==> config.mk <==
export PLATFORM = sky130hd
export DESIGN_NAME = bbg_queue
export DESIGN_NICKNAME = d
export VERILOG_FILES = /design/src/hdl/bbg_queue.sv
export SDC_FILE = /design/constraint.sdc
export NUM_CORES = 1
export LEC_CHECK = 0
export BUFFER_PORTS_ARGS = -buffer_cell sky130_fd_sc_hd__buf_2
export CORE_MARGIN = 3
export CORE_UTILIZATION = 40
export CTS_BUF_LIST = sky130_fd_sc_hd__clkbuf_2
export DETAILED_ROUTE_END_ITERATION = 8
export PLACE_DENSITY_LB_ADDON = 0.3
export SETUP_SLACK_MARGIN = 0.4
export SLEW_MARGIN = 10
export SYNTH_ARGS = -nofsm -noshare
export SYNTH_HDL_FRONTEND = slang
export SYNTH_SLANG_ARGS = --single-unit
==> constraint.sdc <==
create_clock -name clk -period 1.85 [get_ports clk]
set_clock_uncertainty 0.2 [all_clocks]
set_input_delay 0.0925 -clock clk [delete_from_list [all_inputs] [get_ports clk]]
set_output_delay 0.0925 -clock clk [all_outputs]
set_load 0.01 [all_outputs]
==> src/hdl/bbg_queue.sv <==
module bbg_queue #(
  parameter  int WIDTH = 8,
  parameter  int DEPTH = 4,
  localparam int PW    = $clog2(DEPTH),
  localparam int CW    = $clog2(DEPTH + 1)
) (
  input  logic             clk,
  input  logic             rst,
  input  logic             push,
  input  logic [WIDTH-1:0] push_data,
  output logic             space,
  input  logic             pop,
  output logic             avail,
  output logic [WIDTH-1:0] head
);

  logic [WIDTH-1:0] mem [DEPTH];
  logic [PW-1:0]    wr_ptr, rd_ptr;
  logic [CW-1:0]    count;

  assign space = count != CW'(DEPTH);
  assign avail = count != '0;
  assign head  = mem[rd_ptr];

  always_ff @(posedge clk) begin
    if (push) begin
      mem[wr_ptr] <= push_data;
    end
  end

  always_ff @(posedge clk) begin
    if (rst) begin
      wr_ptr <= '0;
      rd_ptr <= '0;
      count  <= '0;
    end else begin
      if (push) begin
        wr_ptr <= (wr_ptr == PW'(DEPTH - 1)) ? '0 : wr_ptr + PW'(1);
      end
      if (pop) begin
        rd_ptr <= (rd_ptr == PW'(DEPTH - 1)) ? '0 : rd_ptr + PW'(1);
      end
      if (push && !pop) begin
        count <= count + CW'(1);
      end else if (pop && !push) begin
        count <= count - CW'(1);
      end
    end
  end

`ifndef SYNTHESIS
  a_count_bound: assert property (@(posedge clk) disable iff (rst)
    count <= CW'(DEPTH))
    else $error("queue overflow");
`endif

endmodule

==> out/metrics.csv <==
stage,metric,value,unit
setup_path,crit path cell chain,buf_6 -> mux4_2 -> buf_6,
power,Clock Power Share,0.209,
clock_network,total CTS buffers,5,
global_routing,initial antenna violation count,0,
clock_network,clk_lat worst skew,0.38,ns
setup_path,crit-path max cell delay,0.51,ns
final_layout,diode count,0,
timing,Worst Slack Setup Final,-0.001323,ns
synthesis,synthesized flop and latch total,41,
setup_path,Crit. path cell count,3,
clock_network,Clock Pin Slew Worst Setup and Hold Paths,0.19,ns
detailed_routing,DR vias/cell,4.812,
run,max cap viols,0,
setup_path,critical path type,flip-flop to output port,
global_routing,vias in the first global route,946,
worst_hold_path,worst hold path type,input pin to flip-flop,
floorplanning,area of the core,0.003744,mm^2
power,switch share,0.2537,
floorplanning,chip height,69.23,um
detailed_routing,first-iteration detailed-routing DRC count,28,
synthesis,syn_area_per_cell,18.38,um^2
setup_path,Critical Path Fanout Max,4,
timing,relative slew slack,0.7288,
global_routing,grt ovf,0,
power,Flop pwr share,0.617,
final_layout,Layout fillers,326,
placement,Port Buffers,21,
power,power density cells,853.9,mW/mm^2
floorplanning,Starting Density,0.4271,
global_routing,GRT Overall Usage,0.1223,
power,Peak supply drop,0.3165,mV
floorplanning,die area,0.004792,mm^2
setup_path,Crit path top cell by count,buf_6,
setup_path,arrival time worst endpoint,1.56,ns
synthesis,"top cells by area, synth","edfxtp_1, dfxtp_1, mux4_2, ha_1, mux2i_1",
setup_path,CP Capture Point,head[6],
setup_path,worst reg2reg endpoint,count[2]$_SDFFE_PP0P_,
final_layout,Nets,151,
clock_network,H-tree lvl count,2,
global_routing,largest net degree at the start of global routing,14,
synthesis,share of the synthesized area in the top cell type,0.6009,
placement,placer congestion estimate,0.6857,
timing,WHS,0.08773,ns
power,Gate power share,0.173,
worst_hold_path,hold depth,2,
clock_network,Clock Sinks,41,
floorplanning,I/O Pins,22,
final_layout,most frequent cells in the layout,"edfxtp_1, buf_2, dlygate4sd3_1, mux4_2, nor2_1",
power,leak pwr,0.7633,nW
synthesis,Cell variety after synth,17,
final_layout,area grow syn2layout,28.72,%
setup_path,cell family with most CP delay,multiplexers,
synthesis,Yosys top cell by area,edfxtp_1,
setup_path,Worst setup EP type,output port,
detailed_routing,Vias,871,
detailed_routing,DRC Markers,0,
synthesis,Post-Syn Instances,87,
timing,Pins Over Slew Limit,0,
floorplanning,num rows,22,
timing,TNS Setup,-0.001323,ns
detailed_routing,drt pass-1 iters,4,
setup_path,FF-to-FF Start,count[1]$_SDFFE_PP0P_,
detailed_routing,DR WL/cell,14.30,um
detailed_routing,Antenna Nets Post-Route,0,
setup_path,Worst R2R Setup Slack,0.18,ns
setup_path,Worst R2R Path Depth,4,
setup_path,Crit-path slowest cell,mux4_2,
timing,RSZ-0062 raised after global routing,yes,
final_layout,"commonest non-fill, non-tap cell in the layout",edfxtp_1,
power,total internal power,1.312,mW
timing,Final Hold Fails,0,
setup_path,worst endpoint required time,1.56,ns
power,Overall Power,1.758,mW
final_layout,share of cells above drive strength 1,0.4436,
synthesis,Ys Warns,0,
synthesis,Post-Syn Area,0.001599,mm^2
timing,# setup viols final,1,
timing,Max Fclk,540.2,MHz
timing,worst slew pin tran,0.4063,ns
clock_network,CTS tree,built,
power,switching power,0.4459,mW
setup_path,Startpoint Class,flip-flop,
detailed_routing,routed wire length,2.589,mm
placement,DP HPWL,1.695,mm
final_layout,fin util,0.5498,
clock_network,clk buf depth,2,
synthesis,sequential share of the synthesized area,0.7136,
global_routing,first-pass GRT wire length,4.471,mm
setup_path,worst path bufs/invs,2,
floorplanning,Die Span X,69.23,um
status,outcome,"finished, violations left",
timing,min Tclk post-route,1.851,ns
status,failing checks,setup timing,
clock_network,Root Buffer,clkbuf_2,
synthesis,post-synth net total,106,
timing,fin crit share,1.001,
-- layout make-up --
cell class,instances,area [um^2],share of cell area
tap,48,60.06,0.02918
timing repair buffer,40,312.8,0.1520
sequential,41,1155,0.5611
multi-input combinational,40,470.5,0.2286
inverter,4,17.52,0.008511
clock inverter,3,17.52,0.008511
clock buffer,5,25.02,0.01216
-- synth_stat cells --
master,count
mux4_2,8
nor3b_1,1
and2_1,4
buf_6,1
inv_1,4
o21ai_0,1
ha_1,6
dfxtp_1,9
mux2i_1,4
fa_1,1
clkbuf_2,1
or3_1,2
xor2_1,2
nor2_1,8
a21oi_1,2
edfxtp_1,32
nand2_1,1
-- worst reg2reg max path, delay by kind of cell, from the launching register on --
family / cells / cell delay (ns)
and+or+nand+nor: 1 / 0.34
DFF: 1 / 0.40
xor gates and xnor gates: 1 / 0.19
adders and majority gates: 1 / 0.37
AOI/OAI and AO/OA: 1 / 0.13
-- kinds of logic (layout without fill, tap and decap cells) --
logic type | Yosys count | in the layout | share of synthesized area
AO/OA/AOI/OAI | 3 | 3 | 0.009387
XOR/XNOR | 2 | 2 | 0.01096
adder cells (fa/ha/maj) | 7 | 7 | 0.05947
buffers and inverters | 6 | 52 | 0.01956
flip-flops | 41 | 41 | 0.7136
multiplexers | 12 | 12 | 0.1377
AND/OR/NAND/NOR | 16 | 16 | 0.04929
-- state kept, by name, summed over array words and instances, names as in the netlist, named ones only --
signal and cells:
mem 32, count 3, wr_ptr 2, rd_ptr 2
-- per-stage QoR --
stage | cells | setup slack [ns] | cell area (um^2)
after floorplan | 87 | 0.3527 | 1619
after global placement | 156 | 0.1920 | 1783
after detailed placement | 156 | 0.1187 | 1783
after CTS | 180 | -0.04513 | 2009
after global routing | 181 | -0.09339 | 2058
final | 181 | -0.001323 | 2058
-- power by group through the flow --
stage	Sequential, mW	Clock, mW	Combinational (mW)
after floorplan	1.09	0	0.151
after global placement	1.10	0	0.217
after detailed placement	1.10	0	0.225
after CTS	1.08	0.380	0.275
after global routing	1.09	0.420	0.335
final	1.08	0.368	0.305
-- repair_timing --
| item | 4_1_cts | 5_1_grt |
|---|---|---|
| hold buffers | 14 | 0 |
| pin swaps | 1 | 1 |
| gates resized for setup | 11 | 10 |
| buffers inserted | 2 | 1 |
| setup endpoints to repair | 42 | 38 |
| endpoints found under the hold margin | 41 | 0 |
-- layer usage --
metal,up-vias,wire (um),global-route usage
met2,18,1337,0.2044
li1,418,-,-
met3,5,129,0.04638
met1,430,1080,0.1430
met5,-,0,0
met4,0,42,0.04555
-- worst min-delay path by stage --
stage,start,endpoint,slack [ns]
6_report,push,mem[3][4]$_DFFE_PP_,0.09
3_3_place_gp,push_data[2],mem[0][2]$_DFFE_PP_,0.10
5_1_grt,push,mem[3][4]$_DFFE_PP_,0.05
3_5_place_dp,push_data[2],mem[1][2]$_DFFE_PP_,0.11
4_1_cts,push,count[2]$_SDFFE_PP0P_,0.04
2_1_floorplan,rst,count[0]$_SDFFE_PP0P_,-0.04
Power figures use the tool's default switching activity.
