===== src/hdl/bbg_pkg.sv =====
package bbg_pkg;

  localparam int PIX_W      = 8;
  localparam int ROW_W      = 16;
  localparam int IMG_W_W    = 11;
  localparam int CFG_IDX_W  = 1;
  localparam int CFG_DATA_W = 16;

  // register indexes on the config port
  localparam logic [CFG_IDX_W-1:0] REG_IMAGE_WIDTH  = 1'd0;
  localparam logic [CFG_IDX_W-1:0] REG_IMAGE_HEIGHT = 1'd1;

  // input beat commands
  localparam logic CMD_PIXEL = 1'b0;
  localparam logic CMD_DRAIN = 1'b1;

  localparam logic [IMG_W_W-1:0] WIDTH_RESET  = 11'd640;
  localparam logic [ROW_W-1:0]   HEIGHT_RESET = 16'd480;

  // floor(x/9) = (x * 7282) >> 16 for every 3x3 sum of 8-bit pixels
  localparam int                 SUM_W       = 12;
  localparam int                 RECIP_W     = 13;
  localparam logic [RECIP_W-1:0] RECIP9      = 13'd7282;
  localparam int                 RECIP_SHIFT = 16;
  localparam int                 PROD_W      = SUM_W + RECIP_W;

  localparam int QUEUE_DEPTH = 4;

  typedef struct packed {
    logic drain;     // drain beat, no line store write
    logic emit;      // produces an output pixel
    logic interior;  // output is the 3x3 mean, else a copy
    logic last;      // final output pixel of the image
    logic sel_a;     // drain reads the newer line store
  } item_meta_t;

  localparam int META_W = $bits(item_meta_t);

endpackage


===== src/hdl/bbg_front.sv =====
module bbg_front #(
  parameter  int MAX_WIDTH = 1024,
  localparam int AW        = $clog2(MAX_WIDTH),
  localparam int WW        = $clog2(MAX_WIDTH + 1),
  localparam int RW        = bbg_pkg::ROW_W
) (
  input  logic                           clk,
  input  logic                           rst,
  input  logic                           cfg_valid,
  input  logic [bbg_pkg::CFG_IDX_W-1:0]  cfg_index,
  input  logic [bbg_pkg::CFG_DATA_W-1:0] cfg_data,
  input  logic                           in_valid,
  input  logic                           in_ready,
  input  logic                           cmd,
  input  logic [bbg_pkg::PIX_W-1:0]      pixel_in,
  output logic                           push,
  output bbg_pkg::item_meta_t            push_meta,
  output logic [bbg_pkg::PIX_W-1:0]      push_pix,
  output logic [AW-1:0]                  push_addr
);

  logic [bbg_pkg::IMG_W_W-1:0] image_width;
  logic [RW-1:0]               image_height;
  logic [WW-1:0]               w_eff, w_last;
  logic [RW-1:0]               h_eff, h_last;

  logic [RW-1:0] in_row, in_row_next, out_row, out_row_next;
  logic [AW-1:0] in_col, in_col_next, out_col, out_col_next;

  logic in_done, in_col_last, out_col_last, p_ready, out_last;
  logic is_pix, is_drain, emit;

  always_comb begin
    if (image_width == '0) begin
      w_eff = WW'(1);
    end else if (int'(image_width) > MAX_WIDTH) begin
      w_eff = WW'(MAX_WIDTH);
    end else begin
      w_eff = WW'(image_width);
    end
    h_eff = (image_height == '0) ? RW'(1) : image_height;
  end

  assign w_last = w_eff - WW'(1);
  assign h_last = h_eff - RW'(1);

  assign in_done      = in_row >= h_eff;
  assign in_col_last  = WW'(in_col) == w_last;
  assign out_col_last = WW'(out_col) == w_last;
  assign out_last     = (out_row == h_last) && out_col_last;
  // input index has reached width+1
  assign p_ready      = (in_row >= RW'(2)) || ((in_row == RW'(1)) && (in_col != '0));

  assign is_pix   = in_valid && in_ready && (cmd == bbg_pkg::CMD_PIXEL) && !in_done;
  assign is_drain = in_valid && in_ready && (cmd == bbg_pkg::CMD_DRAIN) && in_done;
  assign emit     = is_drain || (is_pix && p_ready);
  assign push     = is_pix || is_drain;

  always_comb begin
    push_meta.drain    = cmd == bbg_pkg::CMD_DRAIN;
    push_meta.emit     = emit;
    push_meta.interior = (out_row != '0) && (out_row < h_last) &&
                         (out_col != '0) && (WW'(out_col) < w_last);
    push_meta.last     = out_last;
    push_meta.sel_a    = out_row >= h_last;
  end

  assign push_pix  = pixel_in;
  assign push_addr = (cmd == bbg_pkg::CMD_DRAIN) ? out_col : in_col;

  always_comb begin
    in_row_next  = in_row;
    in_col_next  = in_col;
    out_row_next = out_row;
    out_col_next = out_col;
    if (is_pix) begin
      if (in_col_last) begin
        in_col_next = '0;
        in_row_next = in_row + RW'(1);
      end else begin
        in_col_next = in_col + AW'(1);
      end
    end
    if (emit) begin
      priority if (out_last) begin
        in_row_next  = '0;
        in_col_next  = '0;
        out_row_next = '0;
        out_col_next = '0;
      end else if (out_col_last) begin
        out_col_next = '0;
        out_row_next = out_row + RW'(1);
      end else begin
        out_col_next = out_col + AW'(1);
      end
    end
  end

  always_ff @(posedge clk) begin
    if (rst) begin
      image_width  <= bbg_pkg::WIDTH_RESET;
      image_height <= bbg_pkg::HEIGHT_RESET;
      in_row       <= '0;
      in_col       <= '0;
      out_row      <= '0;
      out_col      <= '0;
    end else if (cfg_valid) begin
      unique case (cfg_index)
        bbg_pkg::REG_IMAGE_WIDTH:  image_width  <= cfg_data[bbg_pkg::IMG_W_W-1:0];
        bbg_pkg::REG_IMAGE_HEIGHT: image_height <= cfg_data[RW-1:0];
        default: ;
      endcase
      // any register write starts a new image
      in_row  <= '0;
      in_col  <= '0;
      out_row <= '0;
      out_col <= '0;
    end else begin
      in_row  <= in_row_next;
      in_col  <= in_col_next;
      out_row <= out_row_next;
      out_col <= out_col_next;
    end
  end

`ifndef SYNTHESIS
  a_col_in_range: assert property (@(posedge clk) disable iff (rst)
    (WW'(in_col) < w_eff) && (WW'(out_col) < w_eff))
    else $error("column counter beyond image width");

  a_last_clears: assert property (@(posedge clk) disable iff (rst)
    push && push_meta.emit && push_meta.last |=>
      (in_row == '0) && (out_row == '0) && (out_col == '0))
    else $error("counters not cleared after final output");
`endif

endmodule


===== config.mk =====
export PLATFORM = sky130hd
export DESIGN_NAME = bbg_front
export DESIGN_NICKNAME = d
export VERILOG_FILES = /design/src/hdl/bbg_pkg.sv /design/src/hdl/bbg_front.sv
export SDC_FILE = /design/constraint.sdc
export NUM_CORES = 1
export LEC_CHECK = 0
export BUFFER_PORTS_ARGS = -buffer_cell sky130_fd_sc_hd__buf_4
export CAP_MARGIN = 5
export CORE_MARGIN = 1
export CORE_UTILIZATION = 54
export DETAILED_ROUTE_END_ITERATION = 7
export GPL_TIMING_DRIVEN = 1
export PLACE_DENSITY = 0.85
export SETUP_SLACK_MARGIN = 0.15
export SLEW_MARGIN = 10
export SYNTH_ARGS = -nofsm -noshare
export SYNTH_HDL_FRONTEND = slang
export SYNTH_SLANG_ARGS = --single-unit

===== constraint.sdc =====
create_clock -name clk -period 4.1 [get_ports clk]
set_input_delay 0.205 -clock clk [delete_from_list [all_inputs] [get_ports clk]]
set_output_delay 0.205 -clock clk [all_outputs]
set_load 0.005 [all_outputs]

==> out/results.txt <==
status = finished clean
worst setup path class = flip-flop to primary output
met1 usage = 0.3931
minimum clock period = 4023 ps
#FFs+latches synth = 79
MaxCap Viol Count = 0
synthesized area = 5528 um^2
Die X = 103.2 um
hold wc startpoint = cfg_data[8]
average cell area after synthesis = 7.852 um^2
Final Wtd Congestion = 1.003
Final Util = 0.7014
vias per cell = 6.435
Residual DRC = 0
Worst R2R Setup Slack = 120 ps
die area = 10650 um^2
Worst Hold Path EP = image_height[8]
Post-synth top flop = dfxtp_1
largest net degree at the start of global routing = 43
register area share after synthesis = 0.2861
CP Launch Type = flip-flop
Gate Count Post-Synth = 704
commonest non-fill, non-tap cell in the layout = nand2_1
CTS clk-pin slew, worst paths = 90 ps
share of cells above drive strength 1 = 0.2604
CTS Buf Count = 9
clock skew = 17.84 ps
hold path depth = 3
Top Ports = 55
Core ar. = 9864 um^2
Worst Path Required = 3890 ps
Final #Nets = 851
n_diodes = 0
Post-DP HPWL = 11210 um
Finished Layout Cells = 905
post-route cell area = 6919 um^2
vias in the first global route = 5244
most frequent cells in the layout = nand2_1, buf_4, dfxtp_1
dpl cells = 859
worst hold slack = 59.28 ps
final-report hold violation count = 0
RSZ-0062 raised after global routing = true
die height = 103.2 um
syn nets = 788
worst hold path class = input port to flip-flop
Remaining Overflow, GRT = 0
Yosys warnings = 0
fin crit share = 0.9811
CTS tree = built
initial DRC count = 532
WL/cell = 19.20 um
pre-CTS WS = 34.47 ps
routing usage on met3 = 0.05309
row count = 36
leakage power = 2.657 nW
fin worst setup slack = 77.35 ps
initial antenna violation count = 0
Area Growth Syn to Fin = 25.17%
Cell variety after synth = 57
Root Buffer Master = clkbuf_8
Final setup viols = 0
total number of vias = 5824
All-Layer GR Usage = 0.3003
drt total wl = 17370 um
async set or reset register ratio after synthesis = 0
Slew @ Worst Pin = 607.8 ps
Critical Path End Type = primary output
Clock Tree Buf Depth = 2
Pwr Density = 248.2 nW/um^2
# port buffers = 38
VDD IR-drop max = 0.0001962 V
Slew HR = 0.5940
Worst Path Arrival = 3820 ps
1st-pass router iterations = 5
cts-stage hold buffer count = 0
CTS H-tree depth = 3
GRT met2 Usage = 0.4903
Clock Latency Late Sink = 370 ps
crit-path max FO = 5
Final Max Slew Viols = 0
R2R Path End = in_col[3]
clock sink total = 79
reg2reg path depth = 21
antenna viol nets, final = 0
first-pass GRT wire length = 24830 um
number of flops mapped to enable cells by yosys = 0
FMAX = 248.6 MHz
placed inst area = 5962 um^2
Most Crowded Layer GR = met2
Initial Utilization = 0.5604
R2R Path Start = image_height[9]
-- worst max-delay path: stages, from the launching register on --
cell      delay (ps)
dfxtp_2          340
inv_2             50
nand4_1          120
or3_4            350
nand3b_1         210
nor4_2           180
nor2_1           100
ha_2             190
and3_4           210
nand2_4          100
nor3_4            50
xnor2_2          160
ha_1             310
nand4_1          110
nor2_2           190
nand2_2          100
or3_4            350
nor2_4           130
buf_6            120
buf_6             80
-- stage by stage --
| stage | total power, mW | TNS (ps) |
|---|---|---|
| 3_3_place_gp | 1.045 | 0 |
| 3_5_place_dp | 1.056 | 0 |
| 2_1_floorplan | 0.9809 | 0 |
| 4_1_cts | 1.660 | 0 |
| 6_report | 1.717 | 0 |
| 5_1_grt | 1.772 | -2336 |
-- report_power, final --
| part | internal, mW | switching (mW) | leakage [nW] |
|---|---|---|---|
| clock network | 0.285 | 0.320 | 0.0891 |
| registers | 0.780 | 0.0155 | 0.642 |
| logic | 0.140 | 0.177 | 1.93 |
| total | 1.20 | 0.513 | 2.66 |
-- cell usage after synthesis, types with 2 or more instances --
cell	n	area share
buf_4	11	0.015
or3_1	28	0.032
a21o_1	6	0.0081
nand2_1	88	0.060
xnor2_1	24	0.038
and2_1	6	0.0068
o2111ai_1	2	0.0032
nand2b_1	5	0.0057
xor2_1	21	0.033
ha_1	53	0.12
nor2b_1	6	0.0068
buf_6	2	0.0041
nor4_1	15	0.017
o211ai_1	7	0.0095
nand3b_1	9	0.012
buf_2	3	0.0027
or4_1	7	0.0095
mux2_2	6	0.012
o21a_1	8	0.011
clkbuf_1	24	0.016
dfxtp_1	79	0.29
inv_1	32	0.022
a31oi_1	2	0.0023
and3_1	15	0.017
nor3_1	17	0.015
a221oi_1	3	0.0048
nand4_1	27	0.031
mux2i_1	2	0.0036
o41ai_1	2	0.0032
nand3_1	18	0.016
a21oi_1	60	0.054
o21ai_0	40	0.036
nor4b_1	4	0.0063
a211oi_1	3	0.0041
or3b_2	2	0.0032
and4_1	6	0.0095
nor2_1	41	0.028
-- what timing repair did --
action	CTS	global route
setup buffers	15	8
setup endpoints to repair	45	57
pin swaps	20	36
gates cloned	0	7
resized for setup	35	79
-- sequential cells by signal, indices dropped and copies added (netlist names) --
signal and count:
in_col 10, image_height 16, image_width 11, out_row 16, in_row 16, out_col 10
-- final cells by class --
cell class / instances / area, um^2
tap: 133 / 166.4
multi-input combinational: 553 / 4025
fill: 698 / 2945
clock inverter: 6 / 70.07
timing repair buffer: 92 / 815.8
clock buffer: 10 / 127.6
sequential: 79 / 1592
inverter: 32 / 122.6
-- how the worst max path moves through the flow --
stage,start,endpoint,slack [ps]
after floorplan,image_height[9],in_col[4],150
after global placement,image_height[11],in_col[2],190
after detailed placement,image_height[12],in_col[4],30
after CTS,image_height[11],push_meta[2],80
after global routing,image_height[4],push_meta[2],-140
final,image_height[9],push_meta[1],80
-- cell families (layout without fill, tap and decap cells) --
logic type      Yosys count  after routing  share of synthesized area
compound gates          145            145                     0.1573
mux                       8              8                    0.01584
simple gates            302            302                     0.2897
buf+inv                  72            140                    0.05976
xor+xnor                 45             45                    0.07130
flops                    79             79                     0.2861
fa+ha+maj                53             53                     0.1200
-- routing by layer --
metal / vias to the layer above / wire length [um]
met5: - / 0
met4: 0 / 839
met3: 85 / 1422
met2: 339 / 8094
met1: 2745 / 7017
li1: 2655 / -
Note: power is estimated with default switching activity, not from simulation.
